$ cat config.mk
export PLATFORM = sky130hd
export DESIGN_NAME = gf2_affine_basis_engine
export DESIGN_NICKNAME = d
export VERILOG_FILES = /design/src/hw/rtl/gab_pkg.sv /design/src/hw/rtl/gab_cell.sv /design/src/hw/rtl/gf2_affine_basis_engine.sv
export SDC_FILE = /design/constraint.sdc
export NUM_CORES = 1
export LEC_CHECK = 0
export ABC_CLOCK_PERIOD_IN_PS = 10200
export BUFFER_PORTS_ARGS = -buffer_cell sky130_fd_sc_hd__buf_2
export CORE_MARGIN = 4
export CORE_UTILIZATION = 55
export DETAILED_ROUTE_END_ITERATION = 6
export PLACE_DENSITY = 0.76
export SLEW_MARGIN = 15
export SYNTH_ARGS = -nofsm -noshare
export SYNTH_HDL_FRONTEND = slang
export SYNTH_HIERARCHICAL = 1
export SYNTH_SLANG_ARGS = --single-unit
$ cat constraint.sdc
create_clock -name clk_i -period 10.2 [get_ports clk_i]
set_input_delay 2.55 -clock clk_i [delete_from_list [all_inputs] [get_ports clk_i]]
set_output_delay 2.55 -clock clk_i [all_outputs]
set_load 0.02 [all_outputs]
$ cat src/hw/rtl/gab_pkg.sv
// gab_pkg: shared types and constants for the gf2 affine basis engine
// no dependencies, used by gab_cell and gf2_affine_basis_engine
package gab_pkg;

  // default vector width
  localparam int unsigned VectorBitsDef = 32;

  // control that travels with the residue down the cell chain
  typedef struct packed {
    logic valid;   // a token sits in this stage
    logic insert;  // insert beat, else query
    logic found;   // a free pivot was hit higher up, reduction is over
  } cell_ctl_t;

  typedef enum logic [1:0] {
    ST_IDLE,
    ST_RUN,
    ST_HOLD
  } state_e;

endpackage

$ cat src/hw/rtl/gab_cell.sv
// gab_cell: one pivot of the basis, reduces the passing residue by one bit
// depends on gab_pkg
module gab_cell #(
  parameter int unsigned VECTOR_BITS = gab_pkg::VectorBitsDef,
  parameter int unsigned PIVOT       = 0
) (
  input  logic                   clk_i,
  input  logic                   rst_ni,
  input  logic                   clear_i,
  input  gab_pkg::cell_ctl_t     ctl_i,
  input  logic [VECTOR_BITS-1:0] res_i,
  output gab_pkg::cell_ctl_t     ctl_o,
  output logic [VECTOR_BITS-1:0] res_o
);

  gab_pkg::cell_ctl_t     ctl_d, ctl_q;
  logic [VECTOR_BITS-1:0] res_d, res_q;
  logic [VECTOR_BITS-1:0] word_q;
  logic                   occ_q;
  logic                   store;

  always_comb begin
    ctl_d = ctl_i;
    res_d = res_i;
    store = 1'b0;
    if (ctl_i.valid && !ctl_i.found && res_i[PIVOT]) begin
      if (occ_q) begin
        res_d = res_i ^ word_q;
      end else begin
        // free pivot: the residue stops here, an insert claims it
        ctl_d.found = 1'b1;
        store       = ctl_i.insert;
      end
    end
  end

  always_ff @(posedge clk_i or negedge rst_ni) begin
    if (!rst_ni) begin
      ctl_q <= '0;
      occ_q <= 1'b0;
    end else begin
      ctl_q <= ctl_d;
      if (clear_i) begin
        occ_q <= 1'b0;
      end else if (store) begin
        occ_q <= 1'b1;
      end
    end
  end

  always_ff @(posedge clk_i) begin
    res_q <= res_d;
    if (store) begin
      word_q <= res_i;
    end
  end

  assign ctl_o = ctl_q;
  assign res_o = res_q;

endmodule

$ cat src/hw/rtl/gf2_affine_basis_engine.sv
// gf2_affine_basis_engine: top level, entry stage, cell chain and result register
// depends on gab_pkg and gab_cell
//
// The block keeps an xor basis of VECTOR_BITS-bit words, one pivot per cell,
// cells ordered from the top bit down. An insert beat (func 0) offsets its
// vector by the held origin in affine mode, then walks the chain one cell per
// cycle; the first cell whose pivot bit is set and free stores the residue.
// The first insert in affine mode with no origin held becomes the origin instead.
// A query beat (func 1) walks the same chain and stores nothing. start_req
// clears the basis, origin, rank and count before its own beat. One beat is
// in flight at a time: the entry register loads at the accepting edge, then
// one register per cell and the result register; in_ready returns in the
// same cycle that result valid rises. The output register holds one finished
// result, all fields frozen, while the next beat runs; the cfg port is always
// ready and takes the affine_mode bit (reset 1), which the user must write only
// while the block is idle; the block itself does not enforce this.
module gf2_affine_basis_engine #(
  parameter int unsigned VECTOR_BITS = gab_pkg::VectorBitsDef
) (
  input  logic        clk_i,
  input  logic        rst_ni,
  // configuration
  input  logic        cfg_valid_i,
  output logic        cfg_ready_o,
  input  logic        cfg_affine_mode_i,
  // input beats
  input  logic        in_valid_i,
  output logic        in_ready_o,
  input  logic        func_i,
  input  logic        start_req_i,
  input  logic [31:0] vector_i,
  // result beats
  output logic        out_valid_o,
  input  logic        out_ready_i,
  output logic        in_span_o,
  output logic        added_o,
  output logic [5:0]  rank_o,
  output logic [31:0] origin_o,
  output logic [31:0] point_count_o
);

  localparam int unsigned RankW = $clog2(VECTOR_BITS + 1);

  // configuration register
  logic affine_q;

  // engine state
  logic [VECTOR_BITS-1:0] origin_q;
  logic                   origin_vld_q;
  logic [RankW-1:0]       rank_q;
  logic [31:0]            points_q;

  // chain stages, stage 0 is the entry register
  gab_pkg::cell_ctl_t     ctl_s [VECTOR_BITS+1];
  logic [VECTOR_BITS-1:0] res_s [VECTOR_BITS+1];

  gab_pkg::cell_ctl_t     ent_ctl_d, ent_ctl_q;
  logic [VECTOR_BITS-1:0] ent_res_q;
  logic                   hit_q;     // beat became the origin

  // finished token parked while the output register is full
  gab_pkg::cell_ctl_t     fin_ctl_q;

  // output register
  logic                   out_valid_q;
  logic                   in_span_q;
  logic                   added_q;
  logic [RankW-1:0]       rank_out_q;
  logic [VECTOR_BITS-1:0] origin_out_q;
  logic [31:0]            count_out_q;

  gab_pkg::state_e state_q, state_d;

  logic                   in_acc;
  logic                   clear;
  logic                   slot_free;
  logic                   fin_take;
  logic                   fin_park;
  gab_pkg::cell_ctl_t     fin_ctl;
  logic                   fin_add;
  logic [RankW-1:0]       rank_nx;
  logic [VECTOR_BITS-1:0] vec_m;
  logic [VECTOR_BITS+31:0] vec_ext;
  logic                   ov_eff;
  logic [31:0]            pts_base;
  logic                   take_origin;

  assign cfg_ready_o = 1'b1;

  // vector masked or zero-extended to VECTOR_BITS
  assign vec_ext = {{VECTOR_BITS{1'b0}}, vector_i};
  assign vec_m   = vec_ext[VECTOR_BITS-1:0];

  assign in_acc    = in_valid_i && in_ready_o;
  assign clear     = in_acc && start_req_i;
  assign slot_free = !out_valid_q || out_ready_i;

  // state as seen by this beat, after an optional start
  assign ov_eff      = origin_vld_q && !start_req_i;
  assign pts_base    = start_req_i ? 32'd0 : points_q;
  assign take_origin = !func_i && affine_q && !ov_eff;

  // finished insert that claimed a pivot
  assign fin_add = fin_ctl.insert && fin_ctl.found && !hit_q;
  assign rank_nx = rank_q + RankW'(fin_add);

  // entry token, lives for one cycle
  always_comb begin
    ent_ctl_d = '0;
    if (in_acc) begin
      ent_ctl_d.valid  = 1'b1;
      ent_ctl_d.insert = !func_i;
      // origin beat skips all cells
      ent_ctl_d.found  = take_origin;
    end
  end

  // next state and handshake
  always_comb begin
    state_d    = state_q;
    in_ready_o = 1'b0;
    fin_take   = 1'b0;
    fin_park   = 1'b0;
    fin_ctl    = ctl_s[VECTOR_BITS];
    case (state_q)
      gab_pkg::ST_IDLE: begin
        in_ready_o = 1'b1;
        if (in_valid_i) begin
          state_d = gab_pkg::ST_RUN;
        end
      end
      gab_pkg::ST_RUN: begin
        if (ctl_s[VECTOR_BITS].valid) begin
          if (slot_free) begin
            fin_take = 1'b1;
            state_d  = gab_pkg::ST_IDLE;
          end else begin
            fin_park = 1'b1;
            state_d  = gab_pkg::ST_HOLD;
          end
        end
      end
      gab_pkg::ST_HOLD: begin
        fin_ctl = fin_ctl_q;
        if (slot_free) begin
          fin_take = 1'b1;
          state_d  = gab_pkg::ST_IDLE;
        end
      end
      default: begin
        state_d = gab_pkg::ST_IDLE;
      end
    endcase
  end

  always_ff @(posedge clk_i or negedge rst_ni) begin
    if (!rst_ni) begin
      state_q      <= gab_pkg::ST_IDLE;
      affine_q     <= 1'b1;
      origin_q     <= '0;
      origin_vld_q <= 1'b0;
      rank_q       <= '0;
      points_q     <= '0;
      ent_ctl_q    <= '0;
      fin_ctl_q    <= '0;
      out_valid_q  <= 1'b0;
      hit_q        <= 1'b0;
    end else begin
      state_q   <= state_d;
      ent_ctl_q <= ent_ctl_d;
      if (cfg_valid_i) begin
        affine_q <= cfg_affine_mode_i;
      end

      if (in_acc) begin
        hit_q <= take_origin;
        if (take_origin) begin
          origin_q     <= vec_m;
          origin_vld_q <= 1'b1;
        end else if (start_req_i) begin
          origin_q     <= '0;
          origin_vld_q <= 1'b0;
        end
        if (start_req_i) begin
          rank_q <= '0;
        end
        if (!func_i) begin
          points_q <= (pts_base == 32'hFFFF_FFFF) ? pts_base : pts_base + 32'd1;
        end else if (start_req_i) begin
          points_q <= '0;
        end
      end

      if (fin_park) begin
        fin_ctl_q <= ctl_s[VECTOR_BITS];
      end

      // result register
      if (fin_take) begin
        out_valid_q <= 1'b1;
        rank_q      <= rank_nx;
      end else if (out_ready_i) begin
        out_valid_q <= 1'b0;
      end
    end
  end

  // payload registers
  always_ff @(posedge clk_i) begin
    if (in_acc) begin
      if (!func_i && affine_q && ov_eff) begin
        ent_res_q <= vec_m ^ origin_q;
      end else begin
        ent_res_q <= vec_m;
      end
    end
    // snapshot of the state after this beat, held while the result waits
    if (fin_take) begin
      in_span_q    <= hit_q || !fin_ctl.found;
      added_q      <= fin_add;
      rank_out_q   <= rank_nx;
      origin_out_q <= origin_q;
      count_out_q  <= points_q;
    end
  end

  assign ctl_s[0] = ent_ctl_q;
  assign res_s[0] = ent_res_q;

  // cell chain, top pivot first
  for (genvar i = 0; i < VECTOR_BITS; i++) begin : g_cell
    gab_cell #(
      .VECTOR_BITS(VECTOR_BITS),
      .PIVOT      (VECTOR_BITS - 1 - i)
    ) u_cell (
      .clk_i  (clk_i),
      .rst_ni (rst_ni),
      .clear_i(clear),
      .ctl_i  (ctl_s[i]),
      .res_i  (res_s[i]),
      .ctl_o  (ctl_s[i+1]),
      .res_o  (res_s[i+1])
    );
  end

  // outputs, rank and origin fitted to the port widths
  logic [RankW+5:0]        rank_ext;
  logic [VECTOR_BITS+31:0] origin_ext;

  assign rank_ext   = {6'b0, rank_out_q};
  assign origin_ext = {32'b0, origin_out_q};

  assign out_valid_o   = out_valid_q;
  assign in_span_o     = in_span_q;
  assign added_o       = added_q;
  assign rank_o        = rank_ext[5:0];
  assign origin_o      = origin_ext[31:0];
  assign point_count_o = count_out_q;

endmodule

; Yosys cells after proc, flatten, opt, wreduce, memory -nomap -nowiden
; Index checks and enable logic that the tools add are counted.
[totals]
inputBits = 40
register_bits = 1305
out_inout_bits = 75
word_cells = 682
[op_classes]
reduce_logical = 152
n_bitwise = 32
n_eq_ne = 6
addsub = 2
muxes = 281
[ops]
columns = op, count
row1 = $mux 1, 204
row2 = $mux 32, 6
row3 = $logic_and 1x1->1, 72
row4 = $reduce_bool 2->1, 36
row5 = $mux 31, 2
row6 = $mux 30, 2
row7 = $mux 29, 2
row8 = $mux 28, 2
row9 = $mux 27, 2
row10 = $mux 26, 2
row11 = $mux 25, 2
row12 = $mux 24, 2
row13 = $mux 23, 2
row14 = $mux 22, 2
row15 = $mux 21, 2
row16 = $mux 20, 2
row17 = $logic_not 1->1, 38
row18 = $mux 19, 2
row19 = $mux 18, 2
row20 = $mux 17, 2
row21 = $add 32x1->32 const B, 1
row22 = $eq 32x32->1 const B, 1
row23 = $mux 16, 2
row24 = $xor 32x32->32, 1
row25 = other kinds (56), 82

; Logic depth before layout (Yosys ltp)
; Gate-level depths: netlist (run 1).
[depth]
word_depth = 7
depth_mapped = 11
ltp_nobuf = 10

; Cells and area by module
; Netlist (run 1), hierarchy kept.
[by_module_without_submodules]
columns = module, n_inst, cells_per_inst, area_each_um2, seq_area_each_um2
row1 = gab_cell (g_cell[0].u_cell ...), 28, 143, 2228.4, 1701.6
row2 = gf2_affine_basis_engine, 1, 621, 7658.6, 5151.2
row3 = gab_cell (g_cell[1].u_cell ...), 2, 144, 2233.4, 1701.6
row4 = gab_cell (g_cell[31].u_cell), 1, 143, 2232.1, 1701.6
row5 = gab_cell (g_cell[3].u_cell), 1, 142, 2167.1, 1701.6

; Worst setup path after synthesis (run 1)
; OpenSTA, ideal clock, no wires.
[synth_timing]
path_kind = input port to flip-flop
start = input port out_ready_i
end = register added_q, in the netlist added_o, enable pin
setup_time_ns = 0.429
arrival_time_ns = 4.524
required_time_ns = 9.771
setup_slack_ns = 5.247
cell_stages = 4
n_path_buf = 1
cell_sequence = nor2b_1 -> or2_2 -> clkbuf_1 -> inv_1
[synth_between]
elab_chain_len = 4
[synth_rtl]
columns = item, line_no
row1 = start: declaration, gf2_affine_basis_engine.sv:34  ; input logic out_ready_i,
row2 = $logic_or 1x1->1 *, gf2_affine_basis_engine.sv:96  ; assign slot_free = !out_valid_q || out_ready_i;
row3 = $mux 1 *, "gf2_affine_basis_engine.sv:134, gf2_affine_basis_engine.sv:145"
row4 = $mux 1, gf2_affine_basis_engine.sv:133  ; if (ctl_s[VECTOR_BITS].valid) begin
row5 = $pmux 1 s2 *, gf2_affine_basis_engine.sv:125  ; case (state_q)
row6 = via fin_take, gf2_affine_basis_engine.sv:77  ; logic fin_take;
row7 = end signal: assignment, gf2_affine_basis_engine.sv:220  ; added_q <= fin_add;
row8 = end: declaration, gf2_affine_basis_engine.sv:67  ; logic added_q;
; The timed path passes the listed nets; every way through them passes the cells marked *.
; A chain may end at the register's enable or synchronous reset.

; Worst setup path after layout (run 1)
[layout_timing]
start = input port start_req_i
end = register points_q[1]
[layout_between]
elab_chain_len = 4
elab_cells_between_ends = 5
classes_between = 1 x add/sub / 1 x eq/ne / 3 x mux
[layout_rtl]
columns = item, line_no
row1 = start: declaration, gf2_affine_basis_engine.sv:30  ; input logic start_req_i,
row2 = $mux 32 *, --
row3 = $add 32x1->32 / $eq 32x32->1 (equally long branches), gf2_affine_basis_engine.sv:188  ; points_q <= (pts_base == 32'hFFFF_FFFF) ? pts_base : pts_base + 32'd1;
row4 = $mux 32, gf2_affine_basis_engine.sv:188
row5 = $mux 32 *, gf2_affine_basis_engine.sv:187  ; if (!func_i) begin
row6 = end signal: assignment, gf2_affine_basis_engine.sv:188
row7 = end: declaration, gf2_affine_basis_engine.sv:51  ; logic [31:0] points_q;
; Mark *: on every way between the ends. The rest lies on a longest branch, timed or not.

==> impl_metrics.ini, run 1 <==
[final_layout]
final_cells = 4354
syn2layout_area_growth_pct = 10.76
fillers = 5805
multiInputGateArea_um2 = 10570
nets = 3234
drive_above_1_share = 0.2089
num_antenna_cells = 0
fin_area_um2 = 50010
seq_area_um2 = 33180

[routing]
ant_nets = 0
drc = 0
wl_per_cell_um = 15.39
vias = 21529
drtPass1Iterations = 5
wirelength_um = 67030
viasPerCell = 4.945
drtIter0Drc = 1120

[place]
place_ws_ns = 5.152
hpwlAfterDp_um = 43320
dpl.cell_count = 4128
port_buffers = 113
place_area_um2 = 45990
place.gp.congestion = 0.7996

[hold_path]
holdCritStartpoint = g_cell[6].u_cell/ctl_o[1]
worstHoldPathType = register to register
whs_path_depth = 0
hold_end = g_cell[7].u_cell/ctl_o[1]

[critical_path]
cp.arrival_ns = 4.95
crit_path_top_delay_cell = nand4bb_1
crit_required_ns = 10.79
slowest_delay_ns = 0.63
r2r_setup_slack_ns = 7.09
reg2regPathDepth = 9
cp_top_family = simple AND/OR/NAND/NOR gates
path_cells = buf_2 > nand4b_2 > or3_1 > nand4bb_1 > and3_1 > a31o_2
crit_type = primary input to register
cp-end-kind = register
cp_max_fo = 29
crit_path_start_kind = primary input
rr_endpoint = points_q[27]
cp_num_buf_inv = 1
r2r-start = state_q[1]

[sta]
relSlewSlack = 0.2419
finClkSkew_ns = 0.02043
max_freq_mhz = 229.2
slew_violations = 0
tightest_slew_ns = 1.136
min_period_ns = 4.363
rsz0062_at_grt = no
setup_viol = 0
setup_slack_ns = 5.837
layout_worst_path_cycle_share = 0.4278
setup_tns_ns = 0
hold_viol = 0

[global_route]
antenna_found_initial = 0
grt_usage = 0.1583
grt_overflow = 0
grt_max_degree = 90
grt_pass1_wl_um = 113500
grt_pass1_vias = 23220

[yosys]
synth_warnings = 6
synth_cells = 3052
synth_area_per_cell_um2 = 14.79
netlist_area_um2 = 45150
syn-num-nets = 3098

[pwr]
max-vdd-ir-drop_mv = 0.1681
power_mw = 13.28
power_density_nw_per_um2 = 265.6
seq_power_share = 0.577
netSwitchingFraction = 0.2410
cellLeakagePower_nw = 17.86
combPwrFrac = 0.092
p_clk_frac = 0.331
power_switching_mw = 3.201
p_int_mw = 10.08

[clocking]
cts_buffers = 118
cts.sinks = 1305
cts_tree = yes
root_buffer = clkbuf_16
cts_resized = 0
ctsHoldBuffers = 0
cts_max_path_buffers = 3
insertion_delay_ns = 0.70
cts_setup_buffers = 0
htreeDepth = 3
path_clk_slew_ns = 0.06

[floorplanning]
die_h_um = 294.5
start_util = 0.5578
rows = 104
dieArea_um2 = 86730
dieWidth_um = 294.5
io_pins = 115
core-area_um2 = 80940

[job]
maxCapViolations = 0

[outcome]
status = completed
## flip-flops by register name, summed over array words and instances, names as in the netlist
register              cells
added_o                   1
rank_o                    6
origin_o                 32
origin_q                 32
g_cell.u_cell/occ_q      32
ent_res_q                32
points_q                 32
g_cell.u_cell/res_o     496
point_count_o            32
rank_q                    6
state_q                   2
out_valid_o               1
ctl_s                     3
g_cell.u_cell/ctl_o      96
affine_q                  1
hit_q                     1
in_span_o                 1
fin_ctl_q                 2
g_cell.u_cell/word_q    496
origin_vld_q              1
## worst max-delay path by stage
stage / start / endpoint / slack, ns / cells past startpoint
2_1_floorplan: out_ready_i / added_o / 5.25 / 4
3_3_place_gp: start_req_i / points_q[1] / 5.16 / 6
3_5_place_dp: start_req_i / points_q[1] / 5.15 / 6
4_1_cts: start_req_i / points_q[1] / 5.91 / 6
5_1_grt: in_valid_i / points_q[27] / 5.74 / 8
6_report: start_req_i / points_q[1] / 5.84 / 6
## power by group through the flow
stage / clock [mW] / sequential [mW] / combinational, mW
floorplan: 0 / 7.57 / 0.907
CTS: 4.52 / 7.67 / 1.25
detailed placement: 0 / 7.75 / 1.23
global route: 4.76 / 7.79 / 1.35
finish: 4.40 / 7.66 / 1.22
global placement: 0 / 7.69 / 1.19
## worst reg2reg max path, cell delays in order, from the launching register on
cell and delay [ns]:
dfrtp_1 0.38, inv_1 0.11, ha_1 0.22, nand2_1 0.30
or2_1 0.48, inv_2 0.30, nand3_1 0.17, nor2_1 0.55
a21oi_1 0.15, a311o_1 0.35
## cell usage in the layout, fill, tap and decap left out, types with 3 or more instances in the layout
master,n
mux2i_1,3
nand2_1,335
nand4_1,12
xor2_1,13
nor2_1,30
dfxtp_1,496
or2_2,3
edfxtp_1,600
clkbuf_16,122
nor2_2,9
dfrtp_1,208
clkinv_1,9
and4b_2,5
nor2b_1,41
xnor2_1,537
inv_16,3
nor3_1,11
clkbuf_8,18
ha_1,6
and3_1,11
o21ai_0,42
mux2_2,3
nand2_2,299
clkinv_2,24
nor4_1,3
a31o_2,33
clkbuf_1,34
and4b_1,28
or3_1,3
nand3_1,65
a21oi_1,37
bufinv_16,8
a21o_1,6
inv_1,47
buf_2,112
buf_4,24
## per-layer routing
metal,share of wire,GRT usage,vias to the layer above
li1,-,-,10471
met3,0.039,0.03195,141
met5,0,0,-
met4,0.024,0.05262,0
met2,0.51,0.2755,361
met1,0.43,0.2001,10556
## layout make-up
cell class,instances,share of cell area
flip-flops and latches,1305,0.6635
multi-input cells,1577,0.2113
clock buffers,173,0.06828
well taps,1060,0.02652
repair buffers,137,0.01509
clock inverters,53,0.01163
inverters,49,0.003678
## per-stage QoR
| stage | util | hold WS [ns] |
|---|---|---|
| after detailed placement | 0.5682 | 0.3629 |
| after CTS | 0.6176 | 0.3779 |
| after global placement | 0.5682 | 0.3602 |
| after global routing | 0.6178 | 0.3906 |
| final | 0.6178 | 0.3754 |
| after floorplan | - | 0.3533 |
(Power assumes the default switching activity.)
==> run 2: changes to the inputs <==
--- a/config.mk
+++ b/config.mk
@@ -5,7 +5,8 @@
 export SDC_FILE = /design/constraint.sdc
 export NUM_CORES = 1
 export LEC_CHECK = 0
-export ABC_CLOCK_PERIOD_IN_PS = 10200
+export ABC_AREA = 1
+export ABC_CLOCK_PERIOD_IN_PS = 4400
 export BUFFER_PORTS_ARGS = -buffer_cell sky130_fd_sc_hd__buf_2
 export CORE_MARGIN = 4
 export CORE_UTILIZATION = 55
==> constraint.sdc (replaced) <==
create_clock -name clk_i -period 4.4 [get_ports clk_i]
set_input_delay 1.1 -clock clk_i [delete_from_list [all_inputs] [get_ports clk_i]]
set_output_delay 1.1 -clock clk_i [all_outputs]
set_load 0.02 [all_outputs]
==> impl_metrics.ini, run 2 <==
[sta]
layout_worst_path_cycle_share = 0.6046
hold_viol = 0
rsz0062_at_grt = no
setup_tns_ns = 0
relSlewSlack = 0.2287
slew_violations = 0
setup_viol = 0
min_period_ns = 2.660
max_freq_mhz = 375.9
finClkSkew_ns = 0.01847
tightest_slew_ns = 1.157

[place]
place_area_um2 = 51600
place.gp.congestion = 0.8260
dpl.cell_count = 6481
hpwlAfterDp_um = 60070
port_buffers = 113

[final_layout]
syn2layout_area_growth_pct = 7.491
mostFrequentLayoutCell = nor2_1
drive_above_1_share = 0.08666
fin_area_um2 = 55660
nets = 5396
layout_common_cells = nor2_1, nand2_1, inv_1
final_cells = 6714

[floorplanning]
rows = 112
die_h_um = 314.8
io_pins = 115
dieArea_um2 = 99110
start_util = 0.5548
core-area_um2 = 93330
dieWidth_um = 314.8

[pwr]
netSwitchingFraction = 0.2932
p_int_mw = 23.31
power_density_nw_per_um2 = 592.5
power_switching_mw = 9.670
cellLeakagePower_nw = 22.10
combPwrFrac = 0.139
seq_power_share = 0.545
p_clk_frac = 0.316
max-vdd-ir-drop_mv = 0.3701

[routing]
drtIter0Drc = 2044
wirelength_um = 92440
vias = 33293
drtPass1Iterations = 5
viasPerCell = 4.959
wl_per_cell_um = 13.77
drc = 0
ant_nets = 0

[yosys]
netlist_area_um2 = 51780
synth_cells = 5378
synth_area_per_cell_um2 = 9.628
synth_warnings = 6
syn-num-nets = 5424

[critical_path]
crit_required_ns = 3.30
cp_max_fo = 3
crit_type = register to output port
crit_path_start_kind = register
cp.arrival_ns = 1.56
cp-end-kind = output port

[global_route]
grt_usage = 0.1890
grt-busiest-layer = met2
grt_overflow = 0
use_met2 = 0.3467
grt_pass1_vias = 33434
grt_max_degree = 73
met3_usage = 0.03214
grt_pass1_wl_um = 156800
met1_usage = 0.2289
antenna_found_initial = 2

[job]
maxCapViolations = 0

[clocking]
cts_resized = 0
htreeDepth = 3
cts.sinks = 1305
root_buffer = clkbuf_16
cts_setup_buffers = 0
path_clk_slew_ns = 0.06
ctsHoldBuffers = 0
cts_tree = yes
cts_buffers = 121
insertion_delay_ns = 0.69
cts_max_path_buffers = 3

[outcome]
status = completed

[hold_path]
worstHoldPathType = register to register
[run 2: cell types whose count changed in the layout (fill, tap and decap cells not counted), moves of 57 or more]
cell,change
inv_1,+581
nor2_2,+57
xnor2_1,-533
nand2_2,-297
nor2_1,+1568
nor3_1,+492
nand2_1,+357
[run 2: layer usage]
metal  part of all wire  vias up
met3              0.036      168
li1                   -    16752
met5            0.00014        -
met1               0.42    15879
met4              0.024        2
met2               0.52      492
[run 2: worst max-delay path, stage by stage (launching register included)]
cell and delay, ns:
dfrtp_1 0.40, inv_1 0.10, ha_1 0.20, buf_2 0.18
[run 2: final cells by class]
class	instances	area [um^2]
Clock inverter	37	409.1
Inverter	667	2511
Fill cell	7432	37670
Timing Repair Buffer	139	795.8
Sequential cell	1305	33180
Multi-Input combinational cell	3116	13550
Clock buffer	194	3635
Antenna cell	2	5.005
Tap cell	1254	1569
[run 2: metrics by stage]
stage	hold WS, ns	util	setup WS [ns]	power, mW
2_1_floorplan	0.3540	-	1.048	21.71
3_3_place_gp	0.3579	0.5529	1.113	22.44
3_5_place_dp	0.3656	0.5529	1.092	22.81
4_1_cts	0.3777	0.5963	1.683	33.30
5_1_grt	0.3858	0.5963	1.541	34.87
6_report	0.3733	0.5963	1.740	32.98
[run 2: power groups by stage]
stage	registers (mW)	logic [mW]	clock network (mW)
CTS	18.0	4.67	10.6
global route	18.3	5.38	11.2
floorplan	17.3	4.42	0
detailed placement	18.2	4.60	0
finish	18.0	4.59	10.4
global placement	18.1	4.37	0
[run 2: final timing paths]
check	startpoint	to	cells past startpoint	slack, ns
max in group asynchronous	rst_ni	ctl_s[96]	2	3.09
min in group asynchronous	rst_ni	g_cell[8].u_cell/occ_q	1	0.44
max reg2reg	state_q[0]	origin_q[15]	7	1.77
min reg2reg	g_cell[8].u_cell/ctl_o[1]	g_cell[9].u_cell/ctl_o[1]	0	0.37
max	state_q[0]	in_ready_o	3	1.74
min	g_cell[8].u_cell/ctl_o[1]	g_cell[9].u_cell/ctl_o[1]	0	0.37
